**config.mk**
```make
export PLATFORM = sky130hd
export DESIGN_NAME = prefix_topology_distance
export DESIGN_NICKNAME = d
export VERILOG_FILES = /design/src/rtl/ptd_pkg.sv /design/src/rtl/ptd_ram.sv /design/src/rtl/prefix_topology_distance.sv
export SDC_FILE = /design/constraint.sdc
export NUM_CORES = 2
export LEC_CHECK = 0
export CELL_PAD_IN_SITES_DETAIL_PLACEMENT = 0
export CELL_PAD_IN_SITES_GLOBAL_PLACEMENT = 1
export CORE_ASPECT_RATIO = 0.6
export CORE_UTILIZATION = 56
export CTS_CLUSTER_DIAMETER = 100
export CTS_CLUSTER_SIZE = 25
export DETAILED_ROUTE_END_ITERATION = 10
export DONT_BUFFER_PORTS = 1
export HOLD_SLACK_MARGIN = 0.12
export PLACE_DENSITY = 0.83
export SLEW_MARGIN = 30
export SYNTH_ARGS = -nofsm -noshare
export SYNTH_HDL_FRONTEND = slang
export SYNTH_HIERARCHICAL = 1
export SYNTH_SLANG_ARGS = --single-unit
```
**constraint.sdc**
```tcl
create_clock -name i_clk -period 16.4 [get_ports i_clk]
set_input_delay 2.46 -clock i_clk [delete_from_list [all_inputs] [get_ports i_clk]]
set_output_delay 2.46 -clock i_clk [all_outputs]
set_load 0.005 [all_outputs]
```
**src/rtl/ptd_pkg.sv**
```systemverilog
// Shared constants and types of the prefix topology distance block.
package ptd_pkg;

    localparam int MAX_ENTRIES = 16;
    localparam int MAX_LEVELS  = 4;
    localparam int PATH_BITS   = 16;
    localparam int IN_LEVELS   = 4;

    localparam int ADDR_W   = 32;
    localparam int LABEL_W  = 16;
    localparam int SLOT_W   = 4;
    localparam int NUM_W    = 5;
    localparam int LEV_W    = 3;
    localparam int DIST_W   = 3;
    localparam int PADDR_W  = 3;
    localparam int PDATA_W  = 32;

    localparam int IDX_W  = (MAX_ENTRIES > 1) ? $clog2(MAX_ENTRIES) : 1;
    localparam int CNT_W  = $clog2(MAX_ENTRIES + 1);
    localparam int DEP_W  = $clog2(MAX_LEVELS + 1);
    localparam int ROW_W  = MAX_LEVELS * PATH_BITS;
    localparam int ENT_W  = 2 * ADDR_W;

    // Request commands
    localparam logic CMD_WRITE = 1'b0;
    localparam logic CMD_QUERY = 1'b1;

    // Register indexes (byte address bit 2)
    localparam logic REG_NUM_ENTRIES = 1'b0;
    localparam logic REG_LEVELS      = 1'b1;

    typedef logic [ROW_W-1:0]  t_path_row;
    typedef logic [ENT_W-1:0]  t_entry_row;

endpackage

```
**src/rtl/ptd_ram.sv**
```systemverilog
// Generic single-write, single-read RAM with registered read data.
module ptd_ram #(
    parameter int WIDTH = 32,
    parameter int DEPTH = 16
) (
    input  logic                                       i_clk,
    input  logic                                       i_we,
    input  logic [((DEPTH > 1) ? $clog2(DEPTH) : 1)-1:0] i_waddr,
    input  logic [WIDTH-1:0]                           i_wdata,
    input  logic [((DEPTH > 1) ? $clog2(DEPTH) : 1)-1:0] i_raddr,
    output logic [WIDTH-1:0]                           o_rdata
);

    logic [WIDTH-1:0] r_mem [DEPTH];
    logic [WIDTH-1:0] r_rdata;

    always_ff @(posedge i_clk) begin
        if (i_we) begin
            r_mem[i_waddr] <= i_wdata;
        end
        r_rdata <= r_mem[i_raddr];
    end

    assign o_rdata = r_rdata;

endmodule

```
**src/rtl/prefix_topology_distance.sv**
```systemverilog
// Top level: first-match IPv4 prefix table and topology distance sequencer.
//
// Input channel i_valid / o_stall carries one request per accept. A write
// request (cmd 0) stores one table slot and gives no result.
// A distance request (cmd 1) gives exactly one result on o_valid / i_stall.
// A distance request scans the table one entry per cycle through the entry
// RAM read port, comparing both query addresses against each entry, then
// reads the two matched paths and walks the labels one level per cycle.
// The block holds o_stall high for the whole distance request, so a new
// request is taken only once the sequencer is idle again; write requests
// are taken one per cycle while it is idle.
// A finished result waits in the output register while the next request is
// taken; if i_stall holds that register, a second result waits in the
// sequencer until the first one is taken.
// Reset (i_rst_n low, synchronous) clears the sequencer and output valid and
// sets num_entries and levels to 1; the table contents are not cleared.
// Registers are written over the APB port at byte addresses 0 and 4.
module prefix_topology_distance (
    input  logic                          i_clk,
    input  logic                          i_rst_n,

    input  logic                          i_valid,
    output logic                          o_stall,
    input  logic                          i_cmd,
    input  logic [ptd_pkg::SLOT_W-1:0]    i_entry_index,
    input  logic [ptd_pkg::ADDR_W-1:0]    i_entry_addr,
    input  logic [ptd_pkg::ADDR_W-1:0]    i_entry_mask,
    input  logic [ptd_pkg::LABEL_W-1:0]   i_path_level0,
    input  logic [ptd_pkg::LABEL_W-1:0]   i_path_level1,
    input  logic [ptd_pkg::LABEL_W-1:0]   i_path_level2,
    input  logic [ptd_pkg::LABEL_W-1:0]   i_path_level3,
    input  logic [ptd_pkg::ADDR_W-1:0]    i_query_addr_a,
    input  logic [ptd_pkg::ADDR_W-1:0]    i_query_addr_b,

    output logic                          o_valid,
    input  logic                          i_stall,
    output logic [ptd_pkg::DIST_W-1:0]    o_topo_distance,
    output logic                          o_found_a,
    output logic                          o_found_b,

    input  logic                          psel,
    input  logic                          penable,
    input  logic                          pwrite,
    input  logic [ptd_pkg::PADDR_W-1:0]   paddr,
    input  logic [ptd_pkg::PDATA_W-1:0]   pwdata,
    output logic [ptd_pkg::PDATA_W-1:0]   prdata,
    output logic                          pready
);

    import ptd_pkg::*;

    localparam logic [2:0] S_IDLE  = 3'd0;
    localparam logic [2:0] S_SCAN  = 3'd1;
    localparam logic [2:0] S_PATHA = 3'd2;
    localparam logic [2:0] S_PATHB = 3'd3;
    localparam logic [2:0] S_PATHC = 3'd4;
    localparam logic [2:0] S_LVL   = 3'd5;
    localparam logic [2:0] S_DONE  = 3'd6;

    logic [2:0]          r_state, n_state;
    logic [NUM_W-1:0]    r_num_entries;
    logic [LEV_W-1:0]    r_levels;

    logic [ADDR_W-1:0]   r_qa, r_qb;
    logic                r_eq;
    logic [CNT_W-1:0]    r_n;
    logic [DEP_W-1:0]    r_depth;
    logic [CNT_W-1:0]    r_idx;
    logic                r_pend;
    logic [IDX_W-1:0]    r_pidx;
    logic                r_ha, r_hb;
    logic [IDX_W-1:0]    r_sa, r_sb;
    t_path_row           r_pa, r_pb;
    logic [DEP_W-1:0]    r_lvl;

    logic                r_ovalid;
    logic [DIST_W-1:0]   r_odist;
    logic                r_ofa, r_ofb;

    logic                w_accept;
    logic                w_wr;
    logic [IDX_W-1:0]    w_wslot;
    t_entry_row          w_ent_wdata;
    t_entry_row          w_ent_rdata;
    t_path_row           w_path_wdata;
    t_path_row           w_path_rdata;
    logic [IDX_W-1:0]    w_path_raddr;
    logic [LABEL_W-1:0]  w_lbl [IN_LEVELS];
    logic [ADDR_W-1:0]   w_emask, w_eaddr;
    logic                w_match_a, w_match_b;
    logic                w_lvl_eq;
    logic [DEP_W:0]      w_dist_full;
    logic                w_out_free;
    logic                w_cfg_wr;

    assign w_accept = i_valid && !o_stall;
    assign o_stall  = (r_state != S_IDLE);
    assign w_wr     = w_accept && (i_cmd == CMD_WRITE) &&
                      (32'(i_entry_index) < MAX_ENTRIES);
    assign w_wslot  = IDX_W'(i_entry_index);

    assign w_lbl[0] = i_path_level0;
    assign w_lbl[1] = i_path_level1;
    assign w_lbl[2] = i_path_level2;
    assign w_lbl[3] = i_path_level3;

    always_comb begin
        w_path_wdata = '0;
        for (int l = 0; l < MAX_LEVELS; l++) begin
            if (l < IN_LEVELS) begin
                w_path_wdata[l*PATH_BITS +: PATH_BITS] = PATH_BITS'(w_lbl[l]);
            end
        end
    end

    assign w_ent_wdata  = {i_entry_addr, i_entry_mask};
    assign w_path_raddr = (r_state == S_PATHA) ? r_sa : r_sb;

    ptd_ram #(.WIDTH(ENT_W), .DEPTH(MAX_ENTRIES)) u_ent_ram (
        .i_clk   (i_clk),
        .i_we    (w_wr),
        .i_waddr (w_wslot),
        .i_wdata (w_ent_wdata),
        .i_raddr (r_idx[IDX_W-1:0]),
        .o_rdata (w_ent_rdata)
    );

    ptd_ram #(.WIDTH(ROW_W), .DEPTH(MAX_ENTRIES)) u_path_ram (
        .i_clk   (i_clk),
        .i_we    (w_wr),
        .i_waddr (w_wslot),
        .i_wdata (w_path_wdata),
        .i_raddr (w_path_raddr),
        .o_rdata (w_path_rdata)
    );

    assign w_eaddr   = w_ent_rdata[ENT_W-1:ADDR_W];
    assign w_emask   = w_ent_rdata[ADDR_W-1:0];
    assign w_match_a = ((r_qa & w_emask) == (w_eaddr & w_emask));
    assign w_match_b = ((r_qb & w_emask) == (w_eaddr & w_emask));
    assign w_lvl_eq  = (r_lvl < r_depth) &&
                       (r_pa[PATH_BITS-1:0] == r_pb[PATH_BITS-1:0]);
    assign w_dist_full = {1'b0, r_depth} - {1'b0, r_lvl} + (DEP_W+1)'(1);
    assign w_out_free  = !r_ovalid || !i_stall;

    always_comb begin
        n_state = r_state;
        case (r_state)
            S_IDLE:  if (w_accept && i_cmd != CMD_WRITE) n_state = S_SCAN;
            S_SCAN:  if (r_idx >= r_n && !r_pend) n_state = S_PATHA;
            S_PATHA: n_state = S_PATHB;
            S_PATHB: n_state = S_PATHC;
            S_PATHC: n_state = S_LVL;
            S_LVL:   if (!w_lvl_eq) n_state = S_DONE;
            S_DONE:  if (w_out_free) n_state = S_IDLE;
            default: n_state = S_IDLE;
        endcase
    end

    always_ff @(posedge i_clk) begin
        if (!i_rst_n) begin
            r_state <= S_IDLE;
            r_ovalid <= 1'b0;
            r_pend <= 1'b0;
        end else begin
            r_state <= n_state;
            if (r_state == S_DONE && w_out_free) begin
                r_ovalid <= 1'b1;
            end else if (r_ovalid && !i_stall) begin
                r_ovalid <= 1'b0;
            end
            if (r_state == S_SCAN) begin
                r_pend <= (r_idx < r_n);
            end else begin
                r_pend <= 1'b0;
            end
        end
    end

    always_ff @(posedge i_clk) begin
        case (r_state)
            S_IDLE: begin
                r_qa    <= i_query_addr_a;
                r_qb    <= i_query_addr_b;
                r_eq    <= (i_query_addr_a == i_query_addr_b);
                r_n     <= (32'(r_num_entries) > MAX_ENTRIES) ?
                           CNT_W'(MAX_ENTRIES) : CNT_W'(r_num_entries);
                r_depth <= (32'(r_levels) > MAX_LEVELS) ?
                           DEP_W'(MAX_LEVELS) : DEP_W'(r_levels);
                r_idx   <= '0;
                r_ha    <= 1'b0;
                r_hb    <= 1'b0;
                r_sa    <= '0;
                r_sb    <= '0;
                r_lvl   <= '0;
            end
            S_SCAN: begin
                if (r_idx < r_n) begin
                    r_idx  <= r_idx + CNT_W'(1);
                    r_pidx <= r_idx[IDX_W-1:0];
                end
                if (r_pend) begin
                    if (!r_ha && w_match_a) begin
                        r_ha <= 1'b1;
                        r_sa <= r_pidx;
                    end
                    if (!r_hb && w_match_b) begin
                        r_hb <= 1'b1;
                        r_sb <= r_pidx;
                    end
                end
            end
            S_PATHB: r_pa <= r_ha ? w_path_rdata : '0;
            S_PATHC: r_pb <= r_hb ? w_path_rdata : '0;
            S_LVL: begin
                if (w_lvl_eq) begin
                    r_lvl <= r_lvl + DEP_W'(1);
                    r_pa  <= r_pa >> PATH_BITS;
                    r_pb  <= r_pb >> PATH_BITS;
                end
            end
            S_DONE: begin
                if (w_out_free) begin
                    r_odist <= r_eq ? '0 : DIST_W'(w_dist_full);
                    r_ofa   <= r_ha;
                    r_ofb   <= r_hb;
                end
            end
            default: ;
        endcase
    end

    assign o_valid         = r_ovalid;
    assign o_topo_distance = r_odist;
    assign o_found_a       = r_ofa;
    assign o_found_b       = r_ofb;

    // APB registers; pready tied high, byte lanes below bit 2 ignored.
    assign pready   = 1'b1;
    assign w_cfg_wr = psel && penable && pwrite && pready;

    always_ff @(posedge i_clk) begin
        if (!i_rst_n) begin
            r_num_entries <= NUM_W'(1);
            r_levels      <= LEV_W'(1);
        end else if (w_cfg_wr) begin
            case (paddr[2])
                REG_NUM_ENTRIES: r_num_entries <= pwdata[NUM_W-1:0];
                REG_LEVELS:      r_levels      <= pwdata[LEV_W-1:0];
                default: ;
            endcase
        end
    end

    always_comb begin
        case (paddr[2])
            REG_NUM_ENTRIES: prdata = PDATA_W'(r_num_entries);
            REG_LEVELS:      prdata = PDATA_W'(r_levels);
            default:         prdata = '0;
        endcase
    end

endmodule

```
==> summary.md <==
| Metric | Value |
|---|---|
| R2R setup slack | `10.53 ns` |
| Final Slew Violations | `0` |
| RR Endpoint | `u_ent_ram/r_mem[3][39]` |
| Final min period | `5.87 ns` |
| Initial Util | `56.8%` |
| Xor-xnor portion of the synthesized cell area | `less than 1%` |
| Fin cells | `6477` |
| Avg Cell Area, Syn | `21.2 sq um` |
| Final Cycle Share | `roughly 36%` |
| Number of nets in the layout | `4504` |
| Max Root-Sink Buffers | `3` |
| Worst path bufs/invs | `3` |
| R2R depth | `7` |
| RSZ-0062 raised after global routing | `no` |
| Fin. Hold Viols | `0` |
| Cells after DPL | `6266` |
| Post-CTS Hold Buffers | `0` |
| Fin Setup TNS | `0 ns` |
| Ratio of cells with drive above 1 in the final layout | `between 10% and 20%` |
| CP Max Fanout | `66` |
| FP Rows | `approximately 110` |
| Predominant post-synthesis flop cell | `edfxtp_1` |
| Status | `finished, final reports clean` |
| Synth Area in Compound Gates | `under 10%` |
| Post-CTS setup buffer count | `0` |
| Pwr dens | `154 nW/um^2` |
| Sequential fraction of the synthesis area | `slightly below 80%` |
| Root Driver | `clkbuf_16` |
| Worst setup EP type | `register` |
| DIE AREA | `around 160000 sq um` |
| Initial antenna violation count | `8` |
| Largest family of logic cells by synthesized area | `multiplexers` |
| GRT overflow | `0` |
| Mapped cell area | `90500 sq um` |
| Most frequent cell after synthesis | `edfxtp_1` |
| Vias in the first global route | `41157` |
| Top delay family on crit path | `simple AND/OR/NAND/NOR gates` |
| Max Clk Rate | `0.170 GHz` |
| Largest net degree at the start of global routing | `136` |
| Worst setup SP type | `register` |
| Top cell type's share of synthesized area | `75.5%` |
| Die extent in x | `521 um` |
| Core region area | `between 150000 and 200000 sq um` |
| Synth warn | `6` |
| Post-Route WL | `203000 um` |
| Kind of critical path | `register to register` |
| Max Cap Viol | `0` |
| Gpl congestion | `0.913` |
| Vias | `42188` |
| Post-synth EDFFs | `2276` |
| Final antenna-violating net count | `0` |
| Max H-tree Level | `3` |
| DP Wirelength | `approximately 110000 um` |
| Top cells by area, synth | `edfxtp_1 (76%), mux4_2 (13%), dfxtp_1 (3.1%)` |
| Worst EP arrival | `roughly 6.3 ns` |
| Max-Slew Margin vs Limit | `between 20% and 30%` |
| Critical Path Max Stage Delay | `0.78 ns` |
| Layout area overhead | `6.49%` |
| Post-synthesis mux area share | `12.9%` |
| Hold Path Class | `register to register` |
| Worst-Margin Slew | `between 1 and 1.5 ns` |
| CP Data Required Time | `16.81 ns` |
| Yosys reg bits | `2417` |
| DRT Pass-1 Iters | `5` |
| DRC | `0` |
| PortBufs | `0` |
| Cells after Synth | `between 4000 and 5000` |
| CTS Buf Count | `roughly 110` |
| Hold slack | `~0.52 ns` |
| R2R Path Start | `r_state[2]` |
| Height of the die | `313 um` |
| Via-per-instance ratio | `6.51` |
| CP most frequent cell | `buf_4` |
| GRT Total Usage | `24.9%` |
| Maximum VDD drop | `0.121 mV` |
| Slowest CP cell | `nor2_4` |
| Clock skew | `0.0319 ns` |
| Routed len/inst | `~31 um` |
| Async set or reset register ratio after synthesis | `0%` |
| Critical Path, Cell by Cell | `nor3_4 > buf_4 > inv_1 > nor3b_2 > or3b_2 > nor2_4 > buf_4` |
| Final setup fails | `0` |
| Sink Count | `between 2000 and 2500` |
| Synth Area in Simple Gates | `~3.3%` |
| Drt initial violations | `5432` |
| Finished Core Util | `roughly three fifths` |
| Commonest cells post-synth | `edfxtp_1 (2276), mux4_2 (512), nand2_1 (364)` |
| Worst Hold End | `r_pb[5]` |
| Post-cts sizing count | `0` |
| Adder-cell area share of the yosys netlist | `0.174%` |
| Largest area contributor in the netlist | `edfxtp_1` |
| Register clock-pin slew on the reported worst setup and hold paths | `~0.1 ns` |
| I/O pin cnt | `roughly 280` |
| Hold Path Stages | `2` |
| Clk_lat worst skew | `0.79 ns` |
| Final Power | `14.8 mW` |
| Distinct cell type count of the synthesized netlist | `61` |
| P_leak | `approximately 30 nW` |
| Hold Path Origin | `r_pb[21]` |
| First-pass GRT wire length | `about 290000 um` |
| CTS tree | `built` |
[per-layer routing]
layer	global-route usage [%]	share of wire, %	vias up
met3	8.53	13	192
met2	35.0	43	2290
met1	38.7	42	22336
met4	3.95	1.5	4
met5	0	0.011	-
li1	-	-	17366
[kinds of logic after synthesis]
kind of cell	Yosys count
XOR/XNOR	88
AO/OA/AOI/OAI	316
AND/OR/NAND/NOR	650
buffers and inverters	261
multiplexers	527
other	2
adder cells (fa/ha/maj)	12
flip-flops	2417
[layout by cell type (no fill, tap or decap), types with 13 or more instances in the layout]
cell          n
a22oi_1     264
and3_1       38
buf_4        62
clkbuf_1     86
clkbuf_16   107
conb_1       28
dfxtp_1     141
edfxtp_1   2276
inv_1        19
mux4_2      512
nand2_1     363
nand3_1     102
nand3b_1     18
nor2_1       17
nor2_4       26
nor2b_1      20
nor4_1       13
xor2_1       81
[power breakdown]
part	internal (mW)	switching, mW
combinational	1.71	2.29
sequential	7.32	0.426
clock	1.25	1.80
[per-stage QoR]
step / setup slack [ns] / instance area, sq um
finish: 10.53 / 96400
global route: 10.32 / 96400
CTS: 10.15 / 96200
detailed placement: 10.17 / 93100
global placement: 10.19 / 92900
floorplan: 3.68 / 90600
[worst min-delay path, stage by stage (launching register included)]
cell	delay, ns
edfxtp_1	0.33
nand2_1	0.04
nand2_1	0.05
[cell type report]
type | instances | area, sq um
timing repair buffer | 88 | 997
tap | 2127 | 2660
antenna | 5 | 12.5
inverter | 19 | 71.3
fill | 10811 | 63000
clock buffer | 193 | 3000
multi-input combinational | 1621 | 18400
clock inverter | 7 | 76.3
sequential | 2417 | 71200
[worst max path at each step]
stage	startpoint	endpoint	cells after the start
after detailed placement	r_state[2]	u_ent_ram/r_mem[3][7]	7
final	r_state[2]	u_ent_ram/r_mem[3][39]	7
after CTS	r_state[2]	u_ent_ram/r_mem[1][47]	7
after floorplan	r_state[2]	u_ent_ram/r_mem[0][0]	6
after global routing	r_state[2]	u_ent_ram/r_mem[3][42]	7
after global placement	r_state[2]	u_ent_ram/r_mem[14][38]	7
[flip-flops by register name, indices dropped and copies added (netlist names), 3 cells and up]
signal	flops
r_pa	64
u_ent_ram/r_mem	1024
u_path_ram/o_rdata	64
r_qa	32
r_levels	3
o_topo_distance	3
r_state	3
r_pb	64
u_ent_ram/o_rdata	64
u_path_ram/r_mem	1024
r_num_entries	5
r_qb	32
r_sa	4
r_idx	5
r_n	5
r_sb	4
r_depth	3
r_pidx	4
r_lvl	3
Power figures use the tool's default switching activity.
